<file path="src/rtl/tkl_pkg.sv">
// shared widths, beat type and coefficient tables for the type k linearizer
// no dependencies
package tkl_pkg;

  localparam int unsigned IN_W     = 16;
  localparam int unsigned R_W      = 13;
  localparam int unsigned XQ_W     = 22;
  localparam int unsigned H_W      = 40;
  localparam int unsigned PROD_W   = H_W + XQ_W + 1;
  localparam int unsigned TEMP_W   = 11;
  localparam int unsigned K_W      = 4;
  localparam int unsigned N_STEPS  = 9;

  localparam logic [IN_W-1:0]   READING_MAX = 16'd5489;
  localparam logic [R_W-1:0]    BAND_EDGE   = 13'd2064;
  localparam logic [TEMP_W-1:0] TEMP_MAX    = 11'd1372;

  // x in Q6.16 millivolts: floor((r * 2^16 + 50) / 100) by reciprocal
  localparam int unsigned   RECIP_SHIFT = 36;
  localparam int unsigned   N_W         = 29;
  localparam int unsigned   M_W         = 30;
  localparam logic [M_W-1:0] RECIP_MUL  = 30'd687194768;
  localparam logic [N_W-1:0] RECIP_BIAS = 29'd50;

  localparam int unsigned SHIFT_LOW  = 21;
  localparam int unsigned SHIFT_HIGH = 22;

  typedef struct packed {
    logic [XQ_W-1:0]       xq;
    logic                  high;
    logic                  ovr;
    logic signed [H_W-1:0] h;
  } tkl_beat_t;

  // high band padded with zeros above its top term
  function automatic logic signed [H_W-1:0] coef(logic high, logic [K_W-1:0] k);
    logic signed [H_W-1:0] c;
    c = '0;
    if (high) begin
      case (k)
        4'd0:    c = -40'sd8638025;
        4'd1:    c =  40'sd202594195;
        4'd2:    c = -40'sd441853083;
        4'd3:    c =  40'sd938833640;
        4'd4:    c = -40'sd1061107330;
        4'd5:    c =  40'sd619399267;
        4'd6:    c = -40'sd140098428;
        default: c = '0;
      endcase
    end else begin
      case (k)
        4'd0:    c =  40'sd0;
        4'd1:    c =  40'sd52604017;
        4'd2:    c =  40'sd5274828;
        4'd3:    c = -40'sd537543289;
        4'd4:    c =  40'sd5714210030;
        4'd5:    c = -40'sd27004753700;
        4'd6:    c =  40'sd68989770100;
        4'd7:    c = -40'sd99372601300;
        4'd8:    c =  40'sd76217767200;
        4'd9:    c = -40'sd24274877570;
        default: c = '0;
      endcase
    end
    return c;
  endfunction

endpackage

</file>
<file path="src/rtl/tkl_horner.sv">
// one horner step: h = c_k + round(h * x / 2^s), one multiplier per stage
// depends on tkl_pkg
module tkl_horner import tkl_pkg::*; #(
  parameter int unsigned K = 0
) (
  input  logic      clk_i,
  input  logic      rst_ni,
  input  logic      valid_i,
  output logic      stall_o,
  input  tkl_beat_t beat_i,
  output logic      valid_o,
  input  logic      stall_i,
  output tkl_beat_t beat_o
);

  localparam logic [K_W-1:0] KI = K_W'(K);

  logic                     valid_q;
  tkl_beat_t                beat_q, beat_d;
  logic signed [PROD_W-1:0] prod;
  logic signed [PROD_W-1:0] biased;
  logic signed [PROD_W-1:0] shifted;
  logic signed [H_W:0]      acc;

  always_comb begin
    prod    = PROD_W'(beat_i.h) * $signed({1'b0, beat_i.xq});
    biased  = prod + (beat_i.high ? PROD_W'(64'd1 << (SHIFT_HIGH - 1))
                                  : PROD_W'(64'd1 << (SHIFT_LOW - 1)));
    shifted = beat_i.high ? (biased >>> SHIFT_HIGH) : (biased >>> SHIFT_LOW);
    acc     = shifted[H_W:0] + (H_W+1)'(coef(beat_i.high, KI));
    beat_d      = beat_i;
    beat_d.h    = acc[H_W-1:0];
  end

  assign stall_o = valid_q & stall_i;
  assign valid_o = valid_q;
  assign beat_o  = beat_q;

  always_ff @(posedge clk_i or negedge rst_ni) begin
    if (!rst_ni) begin
      valid_q <= 1'b0;
    end else if (!stall_o) begin
      valid_q <= valid_i;
    end
  end

  always_ff @(posedge clk_i) begin
    if (!stall_o && valid_i) begin
      beat_q <= beat_d;
    end
  end

  a_hold: assert property (@(posedge clk_i) disable iff (!rst_ni)
    valid_q && stall_i |=> valid_q && $stable(beat_q))
    else $error("horner stage dropped a held beat");

endmodule

</file>
<file path="config.mk">
export PLATFORM = sky130hd
export DESIGN_NAME = tkl_horner
export DESIGN_NICKNAME = d
export VERILOG_FILES = /design/src/rtl/tkl_pkg.sv /design/src/rtl/tkl_horner.sv
export SDC_FILE = /design/constraint.sdc
export NUM_CORES = 2
export LEC_CHECK = 0
export ABC_AREA = 1
export BUFFER_PORTS_ARGS = -buffer_cell sky130_fd_sc_hd__buf_2
export CORE_MARGIN = 2
export CORE_UTILIZATION = 30
export DETAILED_ROUTE_END_ITERATION = 7
export HOLD_SLACK_MARGIN = 0.12
export SLEW_MARGIN = 20
export SYNTH_ARGS = -nofsm -noshare
export SYNTH_HDL_FRONTEND = slang
export SYNTH_SLANG_ARGS = --single-unit
</file>
<file path="constraint.sdc">
create_clock -name clk_i -period 4.8 [get_ports clk_i]
set_input_delay 0.96 -clock clk_i [delete_from_list [all_inputs] [get_ports clk_i]]
set_output_delay 0.96 -clock clk_i [all_outputs]
set_load 0.01 [all_outputs]
</file>
==> results.toml <==
[drt]
num_vias = 33167
wirelength_um = 117000
drc = 0
drt-vias-per-instance = 4.32
drtIter0Drc = 1956
wl_per_cell_um = 15.3
ant_nets = 0
drtPass1Iterations = 5

[grt]
first_global_vias = 36372
grt_overflow = 0
grt_use_total = 0.184
grt_pass1_wl_um = 191000
grt_max_degree = 55
antenna_found_initial = 5

[finish]
final_cell_mix = "1,806 x inv_1, 1,413 x nand2_1, 853 x fa_1"
fin_nets = 7057
final_common_cell = "inv_1"
drive_above_1_share = 0.223
utilization = 0.380
area_growth_pct = 26.2

[clock_network]
insertion_delay_ns = 0.43
htree_levels = 3
cts_tree = "done"
cts_hold_buf = 0
clk_path_buf_depth = 2
clock-root-buffer = "clkbuf_16"
cts_buffers = 9
path_clk_slew_ns = 0.07
clock_sinks = 65

[logic_synthesis]
syn-cell-area_sq_um = 38900
ys_types = 47
synth-edff-count = 64
async_flop_share = 0.0154
yosysSeqAreaShare = 0.0501
syn_inst = 5327
syn-num-nets = 6464
synth_ff_type = "edfxtp_1"
synth_area_per_cell_sq_um = 7.30
ys_warn_count = 0
ys_seq_elements = 65

[critical_path]
crit_buf_inv = 10
critical_path_class = "in2reg"
rr_endpoint = "beat_o[61]"
r2r_setup_slack_ns = 2.98
cp_max_fo = 6
critPathMaxStageDelay_ns = 0.59
crit_top_cell = "fa_1"
arrival_ns = 7.89
required_ns = 4.95
cp_top_family = "adder cells"
r2r-start = "valid_o"
cp-end-kind = "register"
slowest_stage = "fa_2"
start_kind = "input port"
rr_worst_depth = 4

[timing]
setup_viol = 40
timing.hold.ws_ns = 0.312
fmax_ghz = 0.129
clock_skew_ns = 0.0197
tightest_slew_ns = 0.712
grt_setup_unrepaired = "yes"
period_minus_slack_ns = 7.73
slew_headroom = 0.525
fin_crit_sh = 1.61
slew_viol_final = 0
layout_setup_ws_ns = -2.93
hold_viol = 0

[placed_design]
port-buffer-count = 133
globalplace.congestion = 0.924
hpwl_um = 101000

[floorplan]
core_sq_um = 129000
die_y_um = 364
start_util = 0.301
io_pins = 134
dieArea_sq_um = 133000
core.rowCount = 132
chipWidth_um = 364

[status]
status = "finished, violations left"
violations = "negative setup slack"

[flow_run]
cap_violations = 0

[min_path]
holdCritPathClass = "in2async"
[layer usage]
| layer | global-route usage | vias to the layer above | wire, um |
|---|---|---|---|
| li1 | - | 15806 | - |
| met3 | 0.0194 | 169 | 5110 |
| met5 | 0 | - | 0 |
| met1 | 0.225 | 16469 | 48500 |
| met4 | 0.0571 | 0 | 3430 |
| met2 | 0.338 | 723 | 60000 |
[logic make-up (layout without fill, tap and decap cells)]
| group | Yosys count | after routing | share of synthesized area |
|---|---|---|---|
| compound gates | 129 | 129 | 0.0195 |
| other cells | 0 | 2 | 0 |
| fa+ha+maj | 1069 | 1069 | 0.513 |
| simple gates | 1985 | 1985 | 0.211 |
| flops | 65 | 65 | 0.0501 |
| xor+xnor | 40 | 40 | 0.00901 |
| buf+inv | 2039 | 2637 | 0.197 |
[sequential cells by signal (all words and copies together) (netlist names)]
name	cells
beat_o	64
valid_o	1
[cell usage after synthesis, drive strengths merged, types with 8 or more instances]
master,n,share of area
a21oi,75,0.011
buf,13,0.0014
clkbuf,164,0.016
edfxtp,64,0.049
fa,876,0.45
ha,193,0.062
inv,1860,0.18
nand2,1593,0.16
nand3,158,0.023
nand3b,8,0.0015
nand4,14,0.0023
nor2,188,0.022
nor3,17,0.0032
o21ai,31,0.0041
o21bai,12,0.0024
xnor2,16,0.0036
xor2,24,0.0054
[stage by stage]
step / TNS [ns] / setup WS (ns) / cell area [sq um] / cells
2_1_floorplan: -100.35 / -2.76 / 39200 / 5327
3_3_place_gp: -133.33 / -3.66 / 46100 / 7592
3_5_place_dp: -132.53 / -3.58 / 46100 / 7592
4_1_cts: -106.35 / -2.88 / 48400 / 7656
5_1_grt: -120.75 / -3.27 / 49100 / 7667
6_report: -108.34 / -2.93 / 49100 / 7669
[worst max-delay path by stage]
| stage | startpoint | endpoint | slack [ns] | cells past startpoint |
|---|---|---|---|---|
| 6_report | beat_i[49] | beat_o[33] | -2.93 | 35 |
| 5_1_grt | beat_i[49] | beat_o[33] | -3.27 | 37 |
| 4_1_cts | beat_i[49] | beat_o[33] | -2.88 | 42 |
| 3_5_place_dp | beat_i[44] | beat_o[37] | -3.58 | 34 |
| 3_3_place_gp | beat_i[47] | beat_o[38] | -3.66 | 34 |
| 2_1_floorplan | beat_i[55] | beat_o[34] | -2.76 | 46 |
[final cells by class]
cell class | count | area [sq um]
diodes | 2 | 5.00
clock buffers | 9 | 225
clock inverters | 7 | 93.8
fillers | 13495 | 80100
inverters | 1862 | 7000
multi-input cells | 3223 | 31200
flip-flops and latches | 65 | 1950
well taps | 1742 | 2180
repair buffers | 759 | 6370
[what timing repair did]
item                       in CTS  in global routing
setup endpoints to repair      40                 40
pin swaps                      96                 25
gates cloned                    3                  2
resized for setup             358                129
setup buffers                  46                  9
Power is left out: the tool's default activity adds up to more than one toggle a clock period on the data nets, which glitch-free logic cannot reach.
