**src/rtl/tkl_pkg.sv**
```systemverilog
// shared widths, beat type and coefficient tables for the type k linearizer
// no dependencies
package tkl_pkg;

  localparam int unsigned IN_W     = 16;
  localparam int unsigned R_W      = 13;
  localparam int unsigned XQ_W     = 22;
  localparam int unsigned H_W      = 40;
  localparam int unsigned PROD_W   = H_W + XQ_W + 1;
  localparam int unsigned TEMP_W   = 11;
  localparam int unsigned K_W      = 4;
  localparam int unsigned N_STEPS  = 9;

  localparam logic [IN_W-1:0]   READING_MAX = 16'd5489;
  localparam logic [R_W-1:0]    BAND_EDGE   = 13'd2064;
  localparam logic [TEMP_W-1:0] TEMP_MAX    = 11'd1372;

  // x in Q6.16 millivolts: floor((r * 2^16 + 50) / 100) by reciprocal
  localparam int unsigned   RECIP_SHIFT = 36;
  localparam int unsigned   N_W         = 29;
  localparam int unsigned   M_W         = 30;
  localparam logic [M_W-1:0] RECIP_MUL  = 30'd687194768;
  localparam logic [N_W-1:0] RECIP_BIAS = 29'd50;

  localparam int unsigned SHIFT_LOW  = 21;
  localparam int unsigned SHIFT_HIGH = 22;

  typedef struct packed {
    logic [XQ_W-1:0]       xq;
    logic                  high;
    logic                  ovr;
    logic signed [H_W-1:0] h;
  } tkl_beat_t;

  // high band padded with zeros above its top term
  function automatic logic signed [H_W-1:0] coef(logic high, logic [K_W-1:0] k);
    logic signed [H_W-1:0] c;
    c = '0;
    if (high) begin
      case (k)
        4'd0:    c = -40'sd8638025;
        4'd1:    c =  40'sd202594195;
        4'd2:    c = -40'sd441853083;
        4'd3:    c =  40'sd938833640;
        4'd4:    c = -40'sd1061107330;
        4'd5:    c =  40'sd619399267;
        4'd6:    c = -40'sd140098428;
        default: c = '0;
      endcase
    end else begin
      case (k)
        4'd0:    c =  40'sd0;
        4'd1:    c =  40'sd52604017;
        4'd2:    c =  40'sd5274828;
        4'd3:    c = -40'sd537543289;
        4'd4:    c =  40'sd5714210030;
        4'd5:    c = -40'sd27004753700;
        4'd6:    c =  40'sd68989770100;
        4'd7:    c = -40'sd99372601300;
        4'd8:    c =  40'sd76217767200;
        4'd9:    c = -40'sd24274877570;
        default: c = '0;
      endcase
    end
    return c;
  endfunction

endpackage

```
**src/rtl/tkl_scale.sv**
```systemverilog
// input stage: saturation, band choice and scaling of the reading to q6.16 mv
// depends on tkl_pkg
module tkl_scale import tkl_pkg::*; (
  input  logic            clk_i,
  input  logic            rst_ni,
  input  logic            valid_i,
  output logic            stall_o,
  input  logic [IN_W-1:0] reading_i,
  output logic            valid_o,
  input  logic            stall_i,
  output tkl_beat_t       beat_o
);

  logic                  valid_q;
  tkl_beat_t             beat_q, beat_d;
  logic                  ovr;
  logic [R_W-1:0]        r;
  logic [N_W-1:0]        n;
  logic [N_W+M_W-1:0]    prod;
  logic                  high;

  always_comb begin
    ovr  = reading_i > READING_MAX;
    r    = ovr ? READING_MAX[R_W-1:0] : reading_i[R_W-1:0];
    n    = {r, 16'd0} + RECIP_BIAS;
    prod = (N_W+M_W)'(n) * (N_W+M_W)'(RECIP_MUL);
    high = r >= BAND_EDGE;
    beat_d.xq   = prod[RECIP_SHIFT +: XQ_W];
    beat_d.high = high;
    beat_d.ovr  = ovr;
    beat_d.h    = coef(high, K_W'(N_STEPS));
  end

  assign stall_o = valid_q & stall_i;
  assign valid_o = valid_q;
  assign beat_o  = beat_q;

  always_ff @(posedge clk_i or negedge rst_ni) begin
    if (!rst_ni) begin
      valid_q <= 1'b0;
    end else if (!stall_o) begin
      valid_q <= valid_i;
    end
  end

  always_ff @(posedge clk_i) begin
    if (!stall_o && valid_i) begin
      beat_q <= beat_d;
    end
  end

  a_ovr_high: assert property (@(posedge clk_i) disable iff (!rst_ni)
    valid_q && beat_q.ovr |-> beat_q.high)
    else $error("saturated reading outside high band");

  a_take: assert property (@(posedge clk_i) disable iff (!rst_ni)
    valid_i && !stall_o |=> valid_q)
    else $error("accepted beat lost at scale stage");

endmodule

```
**config.mk**
```make
export PLATFORM = sky130hd
export DESIGN_NAME = tkl_scale
export DESIGN_NICKNAME = d
export VERILOG_FILES = /design/src/rtl/tkl_pkg.sv /design/src/rtl/tkl_scale.sv
export SDC_FILE = /design/constraint.sdc
export NUM_CORES = 1
export LEC_CHECK = 0
export BUFFER_PORTS_ARGS = -buffer_cell sky130_fd_sc_hd__buf_2
export CAP_MARGIN = 20
export CORE_MARGIN = 2
export CORE_UTILIZATION = 55
export DETAILED_ROUTE_END_ITERATION = 6
export PLACE_DENSITY = 0.83
export SYNTH_ARGS = -nofsm -noshare
export SYNTH_HDL_FRONTEND = slang
export SYNTH_SLANG_ARGS = --single-unit
```
**constraint.sdc**
```tcl
create_clock -name clk_i -period 3.5 [get_ports clk_i]
set_input_delay 0.175 -clock clk_i [delete_from_list [all_inputs] [get_ports clk_i]]
set_output_delay 0.175 -clock clk_i [all_outputs]
set_load 0.02 [all_outputs]
```
==> results_dict.tcl <==
set metrics [dict create \
    status "complete, but fails checks" \
    violations "negative setup slack" \
    grt_pass1_vias 8229 \
    ctsRootBufferMaster "clkbuf_16" \
    setup_tns_ps -54890 \
    critPathCapture "beat_o[60]" \
    power_density_mw_per_mm2 727.3 \
    intPower_uw 4434 \
    holdCritPathClass "in -> reg" \
    hold_viol 0 \
    grt_max_degree 26 \
    start_util 0.5595 \
    syn2layout_area_growth_pct 42.41 \
    ys.flop_type "edfxtp_1" \
    final_net_count 1408 \
    r2r_cells 3 \
    max_cap_viol_count 0 \
    cts_buffers 3 \
    ys.warnings.count 0 \
    synthCells 828 \
    leakagePower_uw 0.005801 \
    drv_slew 0 \
    synth_top_area_share 0.3058 \
    switching_share 0.4715 \
    route.vias.total 8060 \
    crit_path_max_incr_delay_ps 580 \
    rsz0062_at_grt "yes" \
    avgRoutedWirePerCell_um 25.69 \
    ir_drop_mv 1.488 \
    synth.area.top_cells "ha_1 (31%), fa_1 (24%), edfxtp_1 (9.3%)" \
    cts_tree "done" \
    fp.dieW_um 125.4 \
    combPwrFrac 0.880 \
    slew_headroom 0.5921 \
    path_class "in -> reg" \
    drc 0 \
    drive_gt1_frac 0.4574 \
    synth_area_per_cell_um2 9.784 \
    critPathLaunch "reading_i[7]" \
    cp_common_cell "fa_1" \
    met2_length_um 15000 \
    pre_cts_slack_ps -2835 \
    die_y_um 125.4 \
    worstReg2RegEnd "beat_o[46]" \
    top_layer_used "met4" \
    rows 44 \
    wl_met1_um 10860 \
    holdPathStages 2 \
    cts_max_level 1 \
    period_needed_ps 6232 \
    p_sw_uw 3957 \
    clock_path_buffers 2 \
    worst_slack_ps -2732 \
    grt_remaining_overflow 0 \
    r2r_slack_ps 2170 \
    setup_viol 22 \
    wl_um 32810 \
    slowest_stage "fa_1" \
    clockPowerShare 0.042 \
    synth_top_area_cell "ha_1" \
    critPathMaxFanout 5 \
    die_area_mm2 0.01572 \
    synth_cell_type_count 68 \
    ys_async_sr_fraction 0.03846 \
    first_pass_iters 7 \
    endpoint_kind "flip-flop" \
    worst_slew_pin_slew_ps 606.7 \
    seqPwrFrac 0.078 \
    grt_first_pass_wirelength_um 43390 \
    hpwl_um 19720 \
    synth_sequential_area_ratio 0.09575 \
    synth_area_mm2 0.008102 \
    clk_pin_slew_worst_paths_ps 70 \
    cp-start-kind "input port" \
    grt_usage 0.3557 \
    grt_antenna_before_repair 2 \
    clock_latency_ps 270 \
    wl_met3_um 3471 \
    place.gp.congestion 1.022 \
    crit_arrival_ps 6250 \
    coreArea_mm2 0.01448 \
    drt_iter0_markers 723 \
    cts.sink_count 26 \
    num_io_pins 86 \
    ant_nets 0 \
    r2r_start "valid_o" \
    skew_ps 2.259 \
    cp_data_required_time_ps 3520 \
    ys_ff_latch 26 \
    port-buffer-count 68 \
    period_share 1.781 \
    synth_edf_count 25 \
    via_per_inst 6.312 \
    max_freq_mhz 160.5 \
]
## critical path: cells and delay by family
family,cells,cell delay [ps]
AOI/OAI and AO/OA,6,1210
xor gates and xnor gates,1,160
adders and majority gates,8,3170
buffers and inverters,8,1000
and+or+nand+nor,3,520
## area by class of cell
type | instances | area (um^2)
repair buffers | 294 | 2176
multi-input cells | 586 | 7548
inverters | 181 | 696.9
clock inverters | 1 | 30.03
clock buffers | 3 | 75.07
fillers | 697 | 2942
diodes | 2 | 5.005
well taps | 184 | 230.2
flip-flops and latches | 26 | 775.7
## flip-flops by register name, summed over array words and instances, names as in the netlist
register  cells
beat_o       25
valid_o       1
## cell usage after synthesis (all sizes together) (5+ instances only)
master,count
nor3,6
nand2,25
ha,198
buf,45
or2,8
a21oi,34
fa,98
inv,181
xor2,6
and2,11
nor2,21
a311oi,5
a21o,18
edfxtp,25
nand4,6
nand3,8
nand2b,9
o21ai,22
clkbuf,6
and3,9
a31oi,6
xnor2,33
## cell usage in the layout, fill, tap and decap left out, drive strengths merged, types with 3 or more instances in the layout
master / instances
a211o: 4
a211oi: 3
a21o: 18
a21oi: 34
a311oi: 5
a31oi: 6
and2: 11
and3: 9
buf: 293
clkbuf: 3
conb: 17
edfxtp: 25
fa: 98
ha: 198
inv: 181
nand2: 25
nand2b: 9
nand3: 8
nand3b: 3
nand4: 6
nor2: 21
nor3: 6
o211ai: 3
o21a: 4
o21ai: 22
o21bai: 4
or2: 8
xnor2: 33
xor2: 6
## worst min path at each step
| stage | start | to | slack [ps] |
|---|---|---|---|
| 4_1_cts | valid_i | valid_o | 110 |
| 3_3_place_gp | rst_ni | valid_o | -50 |
| 2_1_floorplan | rst_ni | valid_o | -120 |
| 6_report | valid_i | valid_o | 100 |
| 5_1_grt | valid_i | valid_o | 110 |
| 3_5_place_dp | rst_ni | valid_o | -50 |
## power groups by stage
| stage | sequential (uW) | clock (uW) | combinational (uW) |
|---|---|---|---|
| global placement | 652 | 0 | 5200 |
| detailed placement | 655 | 0 | 5340 |
| finish | 654 | 351 | 7390 |
| CTS | 652 | 349 | 6070 |
| floorplan | 815 | 0 | 3400 |
| global route | 663 | 363 | 7670 |
## metrics by stage
step	utilization	total power [uW]	cells	hold WS (ps)	instance area [um^2]
floorplan	-	4213	844	-120.6	8622
global placement	0.7049	5850	1229	-50.11	10210
detailed placement	0.7049	5992	1229	-47.86	10210
CTS	0.7621	7074	1261	106.4	11030
global route	0.7967	8700	1276	112.9	11530
finish	0.7968	8391	1277	101.3	11540
## routing by layer
metal / track usage / vias up
met1: 0.4131 / 3833
met4: 0.2281 / 0
met3: 0.07231 / 307
li1: - / 3209
met2: 0.5997 / 711
met5: 0 / -
## repair_timing
item | 4_1_cts | 5_1_grt
hold buffers | 1 | 0
resized for setup | 105 | 82
setup endpoints to repair | 22 | 22
endpoints found under the hold margin | 1 | 0
cloned | 0 | 0
pin swaps | 90 | 70
buffers inserted | 28 | 25
## logic make-up after synthesis
group	synth area share
flops	0.09575
xor+xnor	0.04216
compound gates	0.1087
fa+ha+maj	0.5480
other cells	0.0004629
buf+inv	0.1274
simple gates	0.07753
Power figures use the tool's default switching activity.
