`config.mk`:
```
export PLATFORM = sky130hd
export DESIGN_NAME = tkl_round
export DESIGN_NICKNAME = d
export VERILOG_FILES = /design/src/rtl/tkl_pkg.sv /design/src/rtl/tkl_round.sv
export SDC_FILE = /design/constraint.sdc
export NUM_CORES = 1
export LEC_CHECK = 0
export BUFFER_PORTS_ARGS = -buffer_cell sky130_fd_sc_hd__buf_2
export CAP_MARGIN = 20
export CORE_UTILIZATION = 42
export CTS_CLUSTER_SIZE = 30
export DETAILED_ROUTE_END_ITERATION = 16
export GPL_TIMING_DRIVEN = 1
export PLACE_DENSITY = 0.88
export SETUP_SLACK_MARGIN = 0.3
export SYNTH_ARGS = -nofsm -noshare
export SYNTH_HDL_FRONTEND = slang
export SYNTH_SLANG_ARGS = --single-unit
```
`constraint.sdc`:
```
create_clock -name clk_i -period 4.17 [get_ports clk_i]
set_input_delay 0.2085 -clock clk_i [delete_from_list [all_inputs] [get_ports clk_i]]
set_output_delay 0.2085 -clock clk_i [all_outputs]
set_load 0.05 [all_outputs]
```
`src/rtl/tkl_pkg.sv`:
```
// shared widths, beat type and coefficient tables for the type k linearizer
// no dependencies
package tkl_pkg;

  localparam int unsigned IN_W     = 16;
  localparam int unsigned R_W      = 13;
  localparam int unsigned XQ_W     = 22;
  localparam int unsigned H_W      = 40;
  localparam int unsigned PROD_W   = H_W + XQ_W + 1;
  localparam int unsigned TEMP_W   = 11;
  localparam int unsigned K_W      = 4;
  localparam int unsigned N_STEPS  = 9;

  localparam logic [IN_W-1:0]   READING_MAX = 16'd5489;
  localparam logic [R_W-1:0]    BAND_EDGE   = 13'd2064;
  localparam logic [TEMP_W-1:0] TEMP_MAX    = 11'd1372;

  // x in Q6.16 millivolts: floor((r * 2^16 + 50) / 100) by reciprocal
  localparam int unsigned   RECIP_SHIFT = 36;
  localparam int unsigned   N_W         = 29;
  localparam int unsigned   M_W         = 30;
  localparam logic [M_W-1:0] RECIP_MUL  = 30'd687194768;
  localparam logic [N_W-1:0] RECIP_BIAS = 29'd50;

  localparam int unsigned SHIFT_LOW  = 21;
  localparam int unsigned SHIFT_HIGH = 22;

  typedef struct packed {
    logic [XQ_W-1:0]       xq;
    logic                  high;
    logic                  ovr;
    logic signed [H_W-1:0] h;
  } tkl_beat_t;

  // high band padded with zeros above its top term
  function automatic logic signed [H_W-1:0] coef(logic high, logic [K_W-1:0] k);
    logic signed [H_W-1:0] c;
    c = '0;
    if (high) begin
      case (k)
        4'd0:    c = -40'sd8638025;
        4'd1:    c =  40'sd202594195;
        4'd2:    c = -40'sd441853083;
        4'd3:    c =  40'sd938833640;
        4'd4:    c = -40'sd1061107330;
        4'd5:    c =  40'sd619399267;
        4'd6:    c = -40'sd140098428;
        default: c = '0;
      endcase
    end else begin
      case (k)
        4'd0:    c =  40'sd0;
        4'd1:    c =  40'sd52604017;
        4'd2:    c =  40'sd5274828;
        4'd3:    c = -40'sd537543289;
        4'd4:    c =  40'sd5714210030;
        4'd5:    c = -40'sd27004753700;
        4'd6:    c =  40'sd68989770100;
        4'd7:    c = -40'sd99372601300;
        4'd8:    c =  40'sd76217767200;
        4'd9:    c = -40'sd24274877570;
        default: c = '0;
      endcase
    end
    return c;
  endfunction

endpackage

```
`src/rtl/tkl_round.sv`:
```
// output stage: round to whole degrees and clamp to the table range
// depends on tkl_pkg
module tkl_round import tkl_pkg::*; (
  input  logic              clk_i,
  input  logic              rst_ni,
  input  logic              valid_i,
  output logic              stall_o,
  input  tkl_beat_t         beat_i,
  output logic              valid_o,
  input  logic              stall_i,
  output logic [TEMP_W-1:0] temp_o,
  output logic              ovr_o
);

  localparam int unsigned T_W = H_W - 15;

  logic                  valid_q;
  logic [TEMP_W-1:0]     temp_q, temp_d;
  logic                  ovr_q;
  logic signed [H_W:0]   biased;
  logic signed [T_W-1:0] t;

  always_comb begin
    biased = (H_W+1)'(beat_i.h) + (H_W+1)'(32768);
    t      = T_W'(biased >>> 16);
    if (t < 0) begin
      temp_d = '0;
    end else if (t > T_W'(TEMP_MAX)) begin
      temp_d = TEMP_MAX;
    end else begin
      temp_d = t[TEMP_W-1:0];
    end
  end

  assign stall_o = valid_q & stall_i;
  assign valid_o = valid_q;
  assign temp_o  = temp_q;
  assign ovr_o   = ovr_q;

  always_ff @(posedge clk_i or negedge rst_ni) begin
    if (!rst_ni) begin
      valid_q <= 1'b0;
    end else if (!stall_o) begin
      valid_q <= valid_i;
    end
  end

  always_ff @(posedge clk_i) begin
    if (!stall_o && valid_i) begin
      temp_q <= temp_d;
      ovr_q  <= beat_i.ovr;
    end
  end

  a_range: assert property (@(posedge clk_i) disable iff (!rst_ni)
    valid_q |-> temp_q <= TEMP_MAX)
    else $error("temperature beyond clamp");

endmodule

```
==> metrics.csv, run 1 <==
metric,value,unit
critical_path_required,4.14,ns
drive_gt1_share,31.66,%
avgSynthCellArea,8.844,um2
reg2regPathDepth,2,
hold_ws,0.1280,ns
netlist_area,1415,um2
relSlewSlack,37.80,%
fin_cells,243,
drc,0,
coreArea,3128,um2
setup_viol,0,
via_count,1426,
clkSinkCount,13,
synth_nets,229,
clk_latency,0.26,ns
comb_power_share,33.4,%
yosysUniqueCellTypes,53,
status,finished clean,
dp.cells,238,
dp_hpwl,2424,um
nFillCells,306,
diodes,0,
synthArstFlopShare,7.692,%
rrSetupSlack,2.53,ns
switching_power,0.1119,mW
cts.repair.resized,0,
yosysWarningCount,0,
drv_slew,0,
vdd_drop_max,0.08072,mV
worst-path-max-fanout,13,
crit_arrival,2.58,ns
rsz0062_at_grt,no,
io_buffers,43,
drtIter0Drc,28,
die_w,60.05,um
p_sw_share,33.51,%
drt-vias-per-instance,5.868,
synthCells,160,
grt_pass1_vias,1189,
clkTransAtPathRegs,0.07,ns
drv_cap,0,
multiInputGateArea,935.9,um2
fin_tns_setup,0,ns
worstHoldEndpoint,ovr_o,
ys_ff_latch,13,
total_power,0.3340,mW
hold_class,in2reg,
dieArea,3605,um2
hold_viol,0,
yosysSeqAreaShare,27.23,%
rows,20,
clockRootBuffer,clkbuf_4,
reg2reg_from,valid_o,
synth_ff_type,edfxtp_1,
synth_edf_count,12,
start_util,45.24,%
dr.pass1.iters,4,
p_leak,0.5660,nW
period_minus_slack,2.613,ns
fmax,382.7,MHz
grt_pass1_wl,5043,um
place_congestion,0.8433,
syn2layout_area_growth,16.36,%
crit_start,beat_i[16],
ios,82,
tightest_slew,0.9311,ns
regArea,385.4,um2
finalCritPeriodShare,62.66,%
cts_inserted_buffers,3,
drt.antenna.violating_nets,0,
hp-start,beat_i[40],
p_per_area,202.8,nW/um2
p_clk_share,21.3,%
die_y,60.05,um
internal_power,0.2221,mW
wl_per_cell,12.94,um
timing.rr.end,temp_o[9],
overflow,0,
cts_max_level,1,
grt_use_total,18.24,%
seqPwrFrac,45.2,%
cts_tree,built,
start_kind,input port,
antenna_found_initial,0,
num-nets-final,269,
wirelength,3144,um
setup.worst_path.class,in2reg,
grt_max_degree,14,
end_kind,flip-flop,
skew,0.001413,ns
clockBufferDepth,2,
hold_depth,1,
## area by class of cell
| cell class | count | area share, % |
|---|---|---|
| Multi-Input combinational cell | 134 | 56.84 |
| Sequential cell | 13 | 23.40 |
| Timing Repair Buffer | 45 | 14.13 |
| Tap cell | 44 | 3.343 |
| Clock buffer | 4 | 1.596 |
| Inverter | 3 | 0.6839 |
## through the flow
step / setup slack, ns / cell area [um2] / util (%)
2_1_floorplan: 1.979 / 1415 / -
5_1_grt: 1.251 / 1647 / 52.64
3_5_place_dp: 1.334 / 1610 / 51.48
6_report: 1.557 / 1647 / 52.64
4_1_cts: 1.590 / 1647 / 52.64
3_3_place_gp: 1.387 / 1610 / 51.48
## how the worst max path moves through the flow
stage,to,slack [ns],cells after the start
3_5_place_dp,temp_o[6],1.33,9
2_1_floorplan,temp_o[1],1.98,8
3_3_place_gp,temp_o[2],1.39,9
4_1_cts,temp_o[6],1.59,9
6_report,temp_o[6],1.56,9
5_1_grt,temp_o[6],1.25,9
## cell families (layout without fill, tap and decap cells)
logic type	Yosys count	in the layout	share of synthesized area (%)
AO/OA/AOI/OAI	37	37	19.10
XOR/XNOR	9	9	5.571
adder cells (fa/ha/maj)	1	1	0.8840
buffers and inverters	13	52	6.631
flip-flops	13	13	27.23
multiplexers	4	4	2.918
AND/OR/NAND/NOR	83	83	37.67
## cell usage after synthesis, types with 3 or more instances
| cell | n | area share [%] |
|---|---|---|
| xnor2_1 | 3 | 1.9 |
| and2_1 | 3 | 1.3 |
| o21ai_0 | 9 | 3.2 |
| or3_2 | 3 | 1.6 |
| and4_1 | 6 | 3.7 |
| edfxtp_1 | 12 | 25 |
| a21oi_1 | 5 | 1.8 |
| xor2_1 | 6 | 3.7 |
| nor2_1 | 10 | 2.7 |
| nand2_1 | 12 | 3.2 |
| mux2i_1 | 3 | 2.1 |
| a31oi_1 | 5 | 2.2 |
| nor3_1 | 7 | 2.5 |
| or2_2 | 3 | 1.3 |
| inv_1 | 3 | 0.80 |
| a211oi_1 | 4 | 2.1 |
| nand3_1 | 5 | 1.8 |
| buf_2 | 3 | 1.1 |
| nand4_1 | 9 | 4.0 |
| o211ai_1 | 3 | 1.6 |
| clkbuf_8 | 3 | 2.9 |
| nor4_1 | 7 | 3.1 |
## cells in the final DEF, fill, tap and decap left out, types with 3 or more instances in the layout
| cell type | n |
|---|---|
| xor2_1 | 6 |
| nand3_1 | 5 |
| mux2i_1 | 3 |
| nor4_1 | 7 |
| o21ai_0 | 9 |
| a211oi_1 | 4 |
| and2_1 | 3 |
| nor3_1 | 7 |
| xnor2_1 | 3 |
| and4_1 | 6 |
| a31oi_1 | 5 |
| or2_2 | 3 |
| a21oi_1 | 5 |
| nor2_1 | 10 |
| edfxtp_1 | 12 |
| or3_2 | 3 |
| nand2_1 | 12 |
| nand4_1 | 9 |
| inv_1 | 3 |
| clkbuf_4 | 3 |
| o211ai_1 | 3 |
| buf_2 | 43 |
## worst max-delay path: stages
cell     delay (ns)
buf_2          0.14
ha_1           0.29
nand4_1        0.11
buf_4          0.21
nor3_1         0.33
mux2i_1        0.24
o22ai_1        0.12
nor4_2         0.71
a31oi_1        0.22
## state kept, by name, summed over array words and instances (netlist names)
| register | cells |
|---|---|
| ovr_o | 1 |
| temp_o | 11 |
| valid_o | 1 |
## power groups by stage
stage	sequential [mW]	clock, mW	combinational, mW
global placement	0.154	0	0.109
floorplan	0.176	0	0.0537
detailed placement	0.154	0	0.110
global route	0.152	0.0807	0.122
finish	0.151	0.0713	0.112
CTS	0.151	0.0755	0.111
## what timing repair did
action                                 4_1_cts  5_1_grt
endpoints found under the hold margin        1        0
buffers inserted                             0        0
hold buffers                                 1        0
## layer usage
layer / wire length, um / part of all wire (%) / GRT usage (%)
met3: 165 / 5.2 / 1.515
met2: 1482 / 47 / 30.32
met1: 1481 / 47 / 24.01
met4: 14 / 0.45 / 7.973
met5: 0 / 0 / 0
Note: power is estimated with default switching activity, not from simulation.
==> run 2, diff against run 1 <==
--- a/config.mk
+++ b/config.mk
@@ -7,7 +7,7 @@
 export LEC_CHECK = 0
 export BUFFER_PORTS_ARGS = -buffer_cell sky130_fd_sc_hd__buf_2
 export CAP_MARGIN = 20
-export CORE_UTILIZATION = 42
+export CORE_UTILIZATION = 40
 export CTS_CLUSTER_SIZE = 30
 export DETAILED_ROUTE_END_ITERATION = 16
 export GPL_TIMING_DRIVEN = 1
==> constraint.sdc (replaced) <==
create_clock -name clk_i -period 2.3 [get_ports clk_i]
set_input_delay 0.115 -clock clk_i [delete_from_list [all_inputs] [get_ports clk_i]]
set_output_delay 0.115 -clock clk_i [all_outputs]
set_load 0.05 [all_outputs]
==> run 2 against run 1 <==
Effect of this change: count of clock-buffer cells in the layout unchanged; largest power group unchanged; critical path depth decreased by 1; critical endpoint is now temp_o[0]; via count increased by 6.7%; first-iteration DRC count increased by 79%; total power increased by 88%; largest cell class unchanged; sequential power increased by 81%; die area increased by 4.8%.
==> metrics.csv, run 2 (synthesized netlist as in run 1, its figures left out) <==
metric,value,unit
fin_cells,264,
nFillCells,316,
clkSinkCount,13,
total_power,0.6295,mW
path_cells,buf_2 > nand4_4 > or4_4 > or3_4 > nand4_1 > nor4_2 > buf_4 > and4_2,
grt_pass1_vias,1186,
critical_path_required,2.33,ns
switching_power,0.2125,mW
hold_class,in2reg,
crit_buf_inv,2,
diodes,0,
setup.worst_path.class,in2reg,
start_kind,input port,
wl_per_cell,13.29,um
cts_max_level,1,
die_w,61.48,um
clk_latency,0.27,ns
internal_power,0.4170,mW
drc,0,
grt_max_degree,13,
cts_inserted_buffers,3,
hold_depth,1,
comb_power_share,35.9,%
p_sw_share,33.76,%
timing.rr.end,ovr_o,
finalInstanceArea,1841,um2
postCtsSetupRepairBufs,0,
dp_hpwl,2823,um
die_y,61.48,um
grt_pass1_wl,5133,um
rrSetupSlack,0.95,ns
hold_viol,0,
largest_reg_flops,11,
crit_slowest_cell,or4_4,
reg2reg_from,valid_o,
worst-path-max-fanout,11,
wirelength,3508,um
drtIter0Drc,50,
clockBufferDepth,2,
final_cell_mix,"buf_2 (43), buf_4 (20), nand2_1 (12), edfxtp_1 (12)",
slowest_delay,0.59,ns
drv_cap,0,
start_util,42.08,%
finalCritPeriodShare,85.51,%
end_kind,flip-flop,
ios,82,
reg2regPathDepth,2,
rows,21,
clkTransAtPathRegs,0.06,ns
dpl_cell_area,1783,um2
tightest_slew,0.5140,ns
drt-vias-per-instance,5.761,
p_clk_share,20.7,%
seqPwrFrac,43.4,%
drt.antenna.violating_nets,0,
status,finished clean,
period_minus_slack,1.967,ns
place_congestion,0.9328,
io_buffers,43,
p_leak,0.6634,nW
grt_use_total,17.97,%
final_common_cell,buf_2,
skew,0.0003148,ns
dp.cells,259,
num-nets-final,288,
via_count,1521,
fmax,508.5,MHz
vdd_drop_max,0.1403,mV
setup_viol,0,
drive_gt1_share,40.83,%
cts_tree,built,
overflow,0,
dr.pass1.iters,4,
crit_family,simple AND/OR/NAND/NOR gates,
worstHoldEndpoint,ovr_o,
hp-start,beat_i[40],
drv_slew,0,
clockRootBuffer,clkbuf_4,
syn2layout_area_growth,30.06,%
antenna_found_initial,0,
coreArea,3363,um2
p_per_area,342.0,nW/um2
relSlewSlack,65.58,%
crit_arrival,1.99,ns
dieArea,3780,um2
rsz0062_at_grt,no,
run 2: worst max path at each step:
stage	endpoint	start	slack [ns]	cells after the start
2_1_floorplan	temp_o[1]	beat_i[25]	0.27	8
3_3_place_gp	temp_o[0]	beat_i[24]	0.01	9
3_5_place_dp	temp_o[0]	beat_i[24]	-0.07	9
4_1_cts	temp_o[8]	beat_i[24]	0.32	9
5_1_grt	temp_o[4]	beat_i[23]	0.31	9
6_report	temp_o[0]	beat_i[24]	0.33	8
run 2: cell type report:
class / count / area, um2 / area share [%]
repair buffers: 64 / 375.4 / 20.39
well taps: 46 / 57.56 / 3.127
multi-input cells: 134 / 984.7 / 53.50
clock buffers: 4 / 26.28 / 1.428
flip-flops and latches: 13 / 385.4 / 20.94
inverters: 3 / 11.26 / 0.6118
run 2: routing by layer:
| metal | up-vias | GRT usage (%) | wire [um] |
|---|---|---|---|
| met4 | 0 | 6.984 | 53 |
| met1 | 702 | 23.16 | 1558 |
| li1 | 764 | - | - |
| met2 | 50 | 30.88 | 1692 |
| met5 | - | 0 | 0 |
| met3 | 5 | 1.681 | 204 |
run 2: what timing repair did:
action,4_1_cts,5_1_grt
endpoints found under the setup margin,5,10
hold endpoints to repair,1,0
gates resized for setup,1,3
hold buffers,1,0
gates cloned,0,0
run 2: metrics by stage:
stage	worst slack, ns	util [%]	hold WS (ns)	setup TNS (ns)
global route	0.3063	54.72	0.01362	0
detailed placement	-0.06907	53.01	-0.1089	-0.1645
floorplan	0.2714	-	-0.1806	0
finish	0.3333	54.72	0.02145	0
CTS	0.3178	54.17	0.01652	0
global placement	0.01474	53.01	-0.1107	0
run 2: power groups by stage:
stage | Sequential [mW] | Clock (mW) | Combinational [mW]
3_3_place_gp | 0.278 | 0 | 0.216
3_5_place_dp | 0.278 | 0 | 0.220
6_report | 0.273 | 0.130 | 0.226
2_1_floorplan | 0.320 | 0 | 0.102
5_1_grt | 0.275 | 0.143 | 0.245
4_1_cts | 0.273 | 0.134 | 0.222
==> run 3, diff against run 2 <==
--- a/config.mk
+++ b/config.mk
@@ -13,6 +13,7 @@
 export GPL_TIMING_DRIVEN = 1
 export PLACE_DENSITY = 0.88
 export SETUP_SLACK_MARGIN = 0.3
+export SLEW_MARGIN = 20
 export SYNTH_ARGS = -nofsm -noshare
 export SYNTH_HDL_FRONTEND = slang
 export SYNTH_SLANG_ARGS = --single-unit
==> constraint.sdc (replaced) <==
create_clock -name clk_i -period 2.3 [get_ports clk_i]
set_input_delay 0.115 -clock clk_i [delete_from_list [all_inputs] [get_ports clk_i]]
set_output_delay 0.115 -clock clk_i [all_outputs]
set_load 0.01 [all_outputs]
==> run 3 against run 2 <==
Effect of this change: global-route usage up 2.5 points; first-iteration DRC count increased by 110%; fmax is 1.8% higher; combinational power is 12% lower; count of clock-buffer cells in the layout down 1; core utilization rose by 1.4 points.
==> metrics.csv, run 3 (synthesized netlist as in run 1, its figures left out) <==
metric,value,unit
p_leak,0.7062,nW
wl_per_cell,13.69,um
ios,82,
crit_buf_inv,2,
clockRootBuffer,clkbuf_4,
critical_path_required,2.32,ns
start_kind,input port,
drt-vias-per-instance,5.646,
drv_cap,0,
end_kind,flip-flop,
fin_tns_setup,0,ns
setup.worst_path.class,in2reg,
period_minus_slack,1.932,ns
crit_arrival,1.96,ns
seqPwrFrac,45.2,%
cts_max_level,1,
dr.pass1.iters,4,
timing.rr.end,ovr_o,
reg2reg_from,valid_o,
clockBufferDepth,2,
hold_class,in2reg,
rows,21,
status,finished clean,
comb_power_share,33.0,%
antenna_found_initial,0,
worst-path-max-fanout,11,
relSlewSlack,70.11,%
die_y,61.48,um
place_worst_setup_slack,0.08166,ns
diodes,0,
dp_hpwl,2887,um
switching_power,0.1814,mW
crit_family,simple AND/OR/NAND/NOR gates,
largest_reg_flops,11,
overflow,0,
grt_pass1_vias,1317,
final_common_cell,buf_2,
tightest_slew,0.4484,ns
clkTransAtPathRegs,0.07,ns
die_w,61.48,um
start_util,42.08,%
fmax,517.5,MHz
fin_cells,271,
place_congestion,0.9249,
skew,0.001271,ns
nFillCells,322,
p_per_area,319.6,nW/um2
vdd_drop_max,0.1108,mV
rrSetupSlack,1.14,ns
setup_viol,0,
grt_max_degree,13,
dp.cells,260,
crit_slowest_cell,or4_2,
coreArea,3363,um2
wirelength,3709,um
cts_tree,built,
drive_gt1_share,41.78,%
io_buffers,43,
drc,0,
cts_inserted_buffers,3,
final_cell_mix,"buf_2 (44), buf_4 (25), nand2_1 (12), edfxtp_1 (12)",
p_clk_share,21.7,%
syn2layout_area_growth,33.33,%
drv_slew,0,
finalCritPeriodShare,84.01,%
reg2regPathDepth,3,
worstHoldEndpoint,ovr_o,
hold_viol,0,
dieArea,3780,um2
drtIter0Drc,103,
grt_pass1_wl,5809,um
hp-start,beat_i[40],
rsz0062_at_grt,no,
drt.antenna.violating_nets,0,
grt_use_total,20.50,%
clkSinkCount,13,
clk_latency,0.27,ns
num-nets-final,295,
via_count,1530,
path_cells,buf_2 > nand3_4 > or2_2 > or4_2 > nand4_1 > nor4_2 > buf_4 > and4_2,
p_sw_share,30.08,%
hold_depth,1,
slowest_delay,0.61,ns
internal_power,0.4216,mW
fin_ws,0.3678,ns
## run 3: cell types whose count changed in the layout (fill, tap and decap cells not counted), sizes merged
cell,change
clkbuf,-1
clkinv,+1
buf,+7
## run 3: power groups by stage
stage          registers [mW]  logic [mW]  clock network, mW
6_report                0.273       0.199              0.131
5_1_grt                 0.275       0.221              0.145
4_1_cts                 0.273       0.191              0.134
3_5_place_dp            0.278       0.188                  0
3_3_place_gp            0.278       0.184                  0
2_1_floorplan           0.286      0.0974                  0
## run 3: area by class of cell
class | count | area (um2) | area share, %
clock buffer | 3 | 22.52 | 1.194
clock inverter | 1 | 5.005 | 0.2653
inverter | 3 | 11.26 | 0.5968
multi-input combinational | 134 | 975.9 | 51.72
sequential | 13 | 385.4 | 20.42
tap | 46 | 57.56 | 3.050
timing repair buffer | 71 | 429.2 | 22.75
## run 3: worst max-delay path by stage
stage | start | to | slack (ns) | depth (start not counted)
4_1_cts | beat_i[15] | temp_o[0] | 0.35 | 9
3_3_place_gp | beat_i[15] | temp_o[0] | 0.10 | 9
2_1_floorplan | beat_i[25] | temp_o[1] | 0.27 | 8
6_report | beat_i[22] | temp_o[0] | 0.37 | 8
3_5_place_dp | beat_i[15] | temp_o[0] | 0.08 | 9
5_1_grt | beat_i[22] | temp_o[0] | 0.29 | 8
## run 3: stage by stage
| step | util, % | cell area, um2 | power, mW | hold WS (ns) |
|---|---|---|---|---|
| final | 56.10 | 1887 | 0.6030 | 0.02501 |
| after global routing | 56.10 | 1887 | 0.6412 | 0.01271 |
| after CTS | 54.28 | 1826 | 0.5978 | 0.01980 |
| after detailed placement | 53.16 | 1788 | 0.4667 | -0.1063 |
| after global placement | 53.16 | 1788 | 0.4619 | -0.1089 |
| after floorplan | - | 1451 | 0.3832 | -0.1806 |
## run 3: metal layers
metal  global-route usage (%)  routed length [um]
met5                        0                   0
met3                    1.050                 194
met2                    37.02                1922
met1                    25.06                1571
met4                    8.889                  21
## run 3: what timing repair did
action                                  4_1_cts  5_1_grt
gates resized for setup                       0        5
endpoints found under the setup margin        0       11
endpoints found under the hold margin         1        0
buffers inserted                              0        5
hold buffers                                  1        0
## run 3: worst reg2reg max path, stage by stage (launching register included)
cell and delay, ns:
dfrtp_1 0.37, and2_1 0.17, nor2b_1 0.12, buf_4 0.20
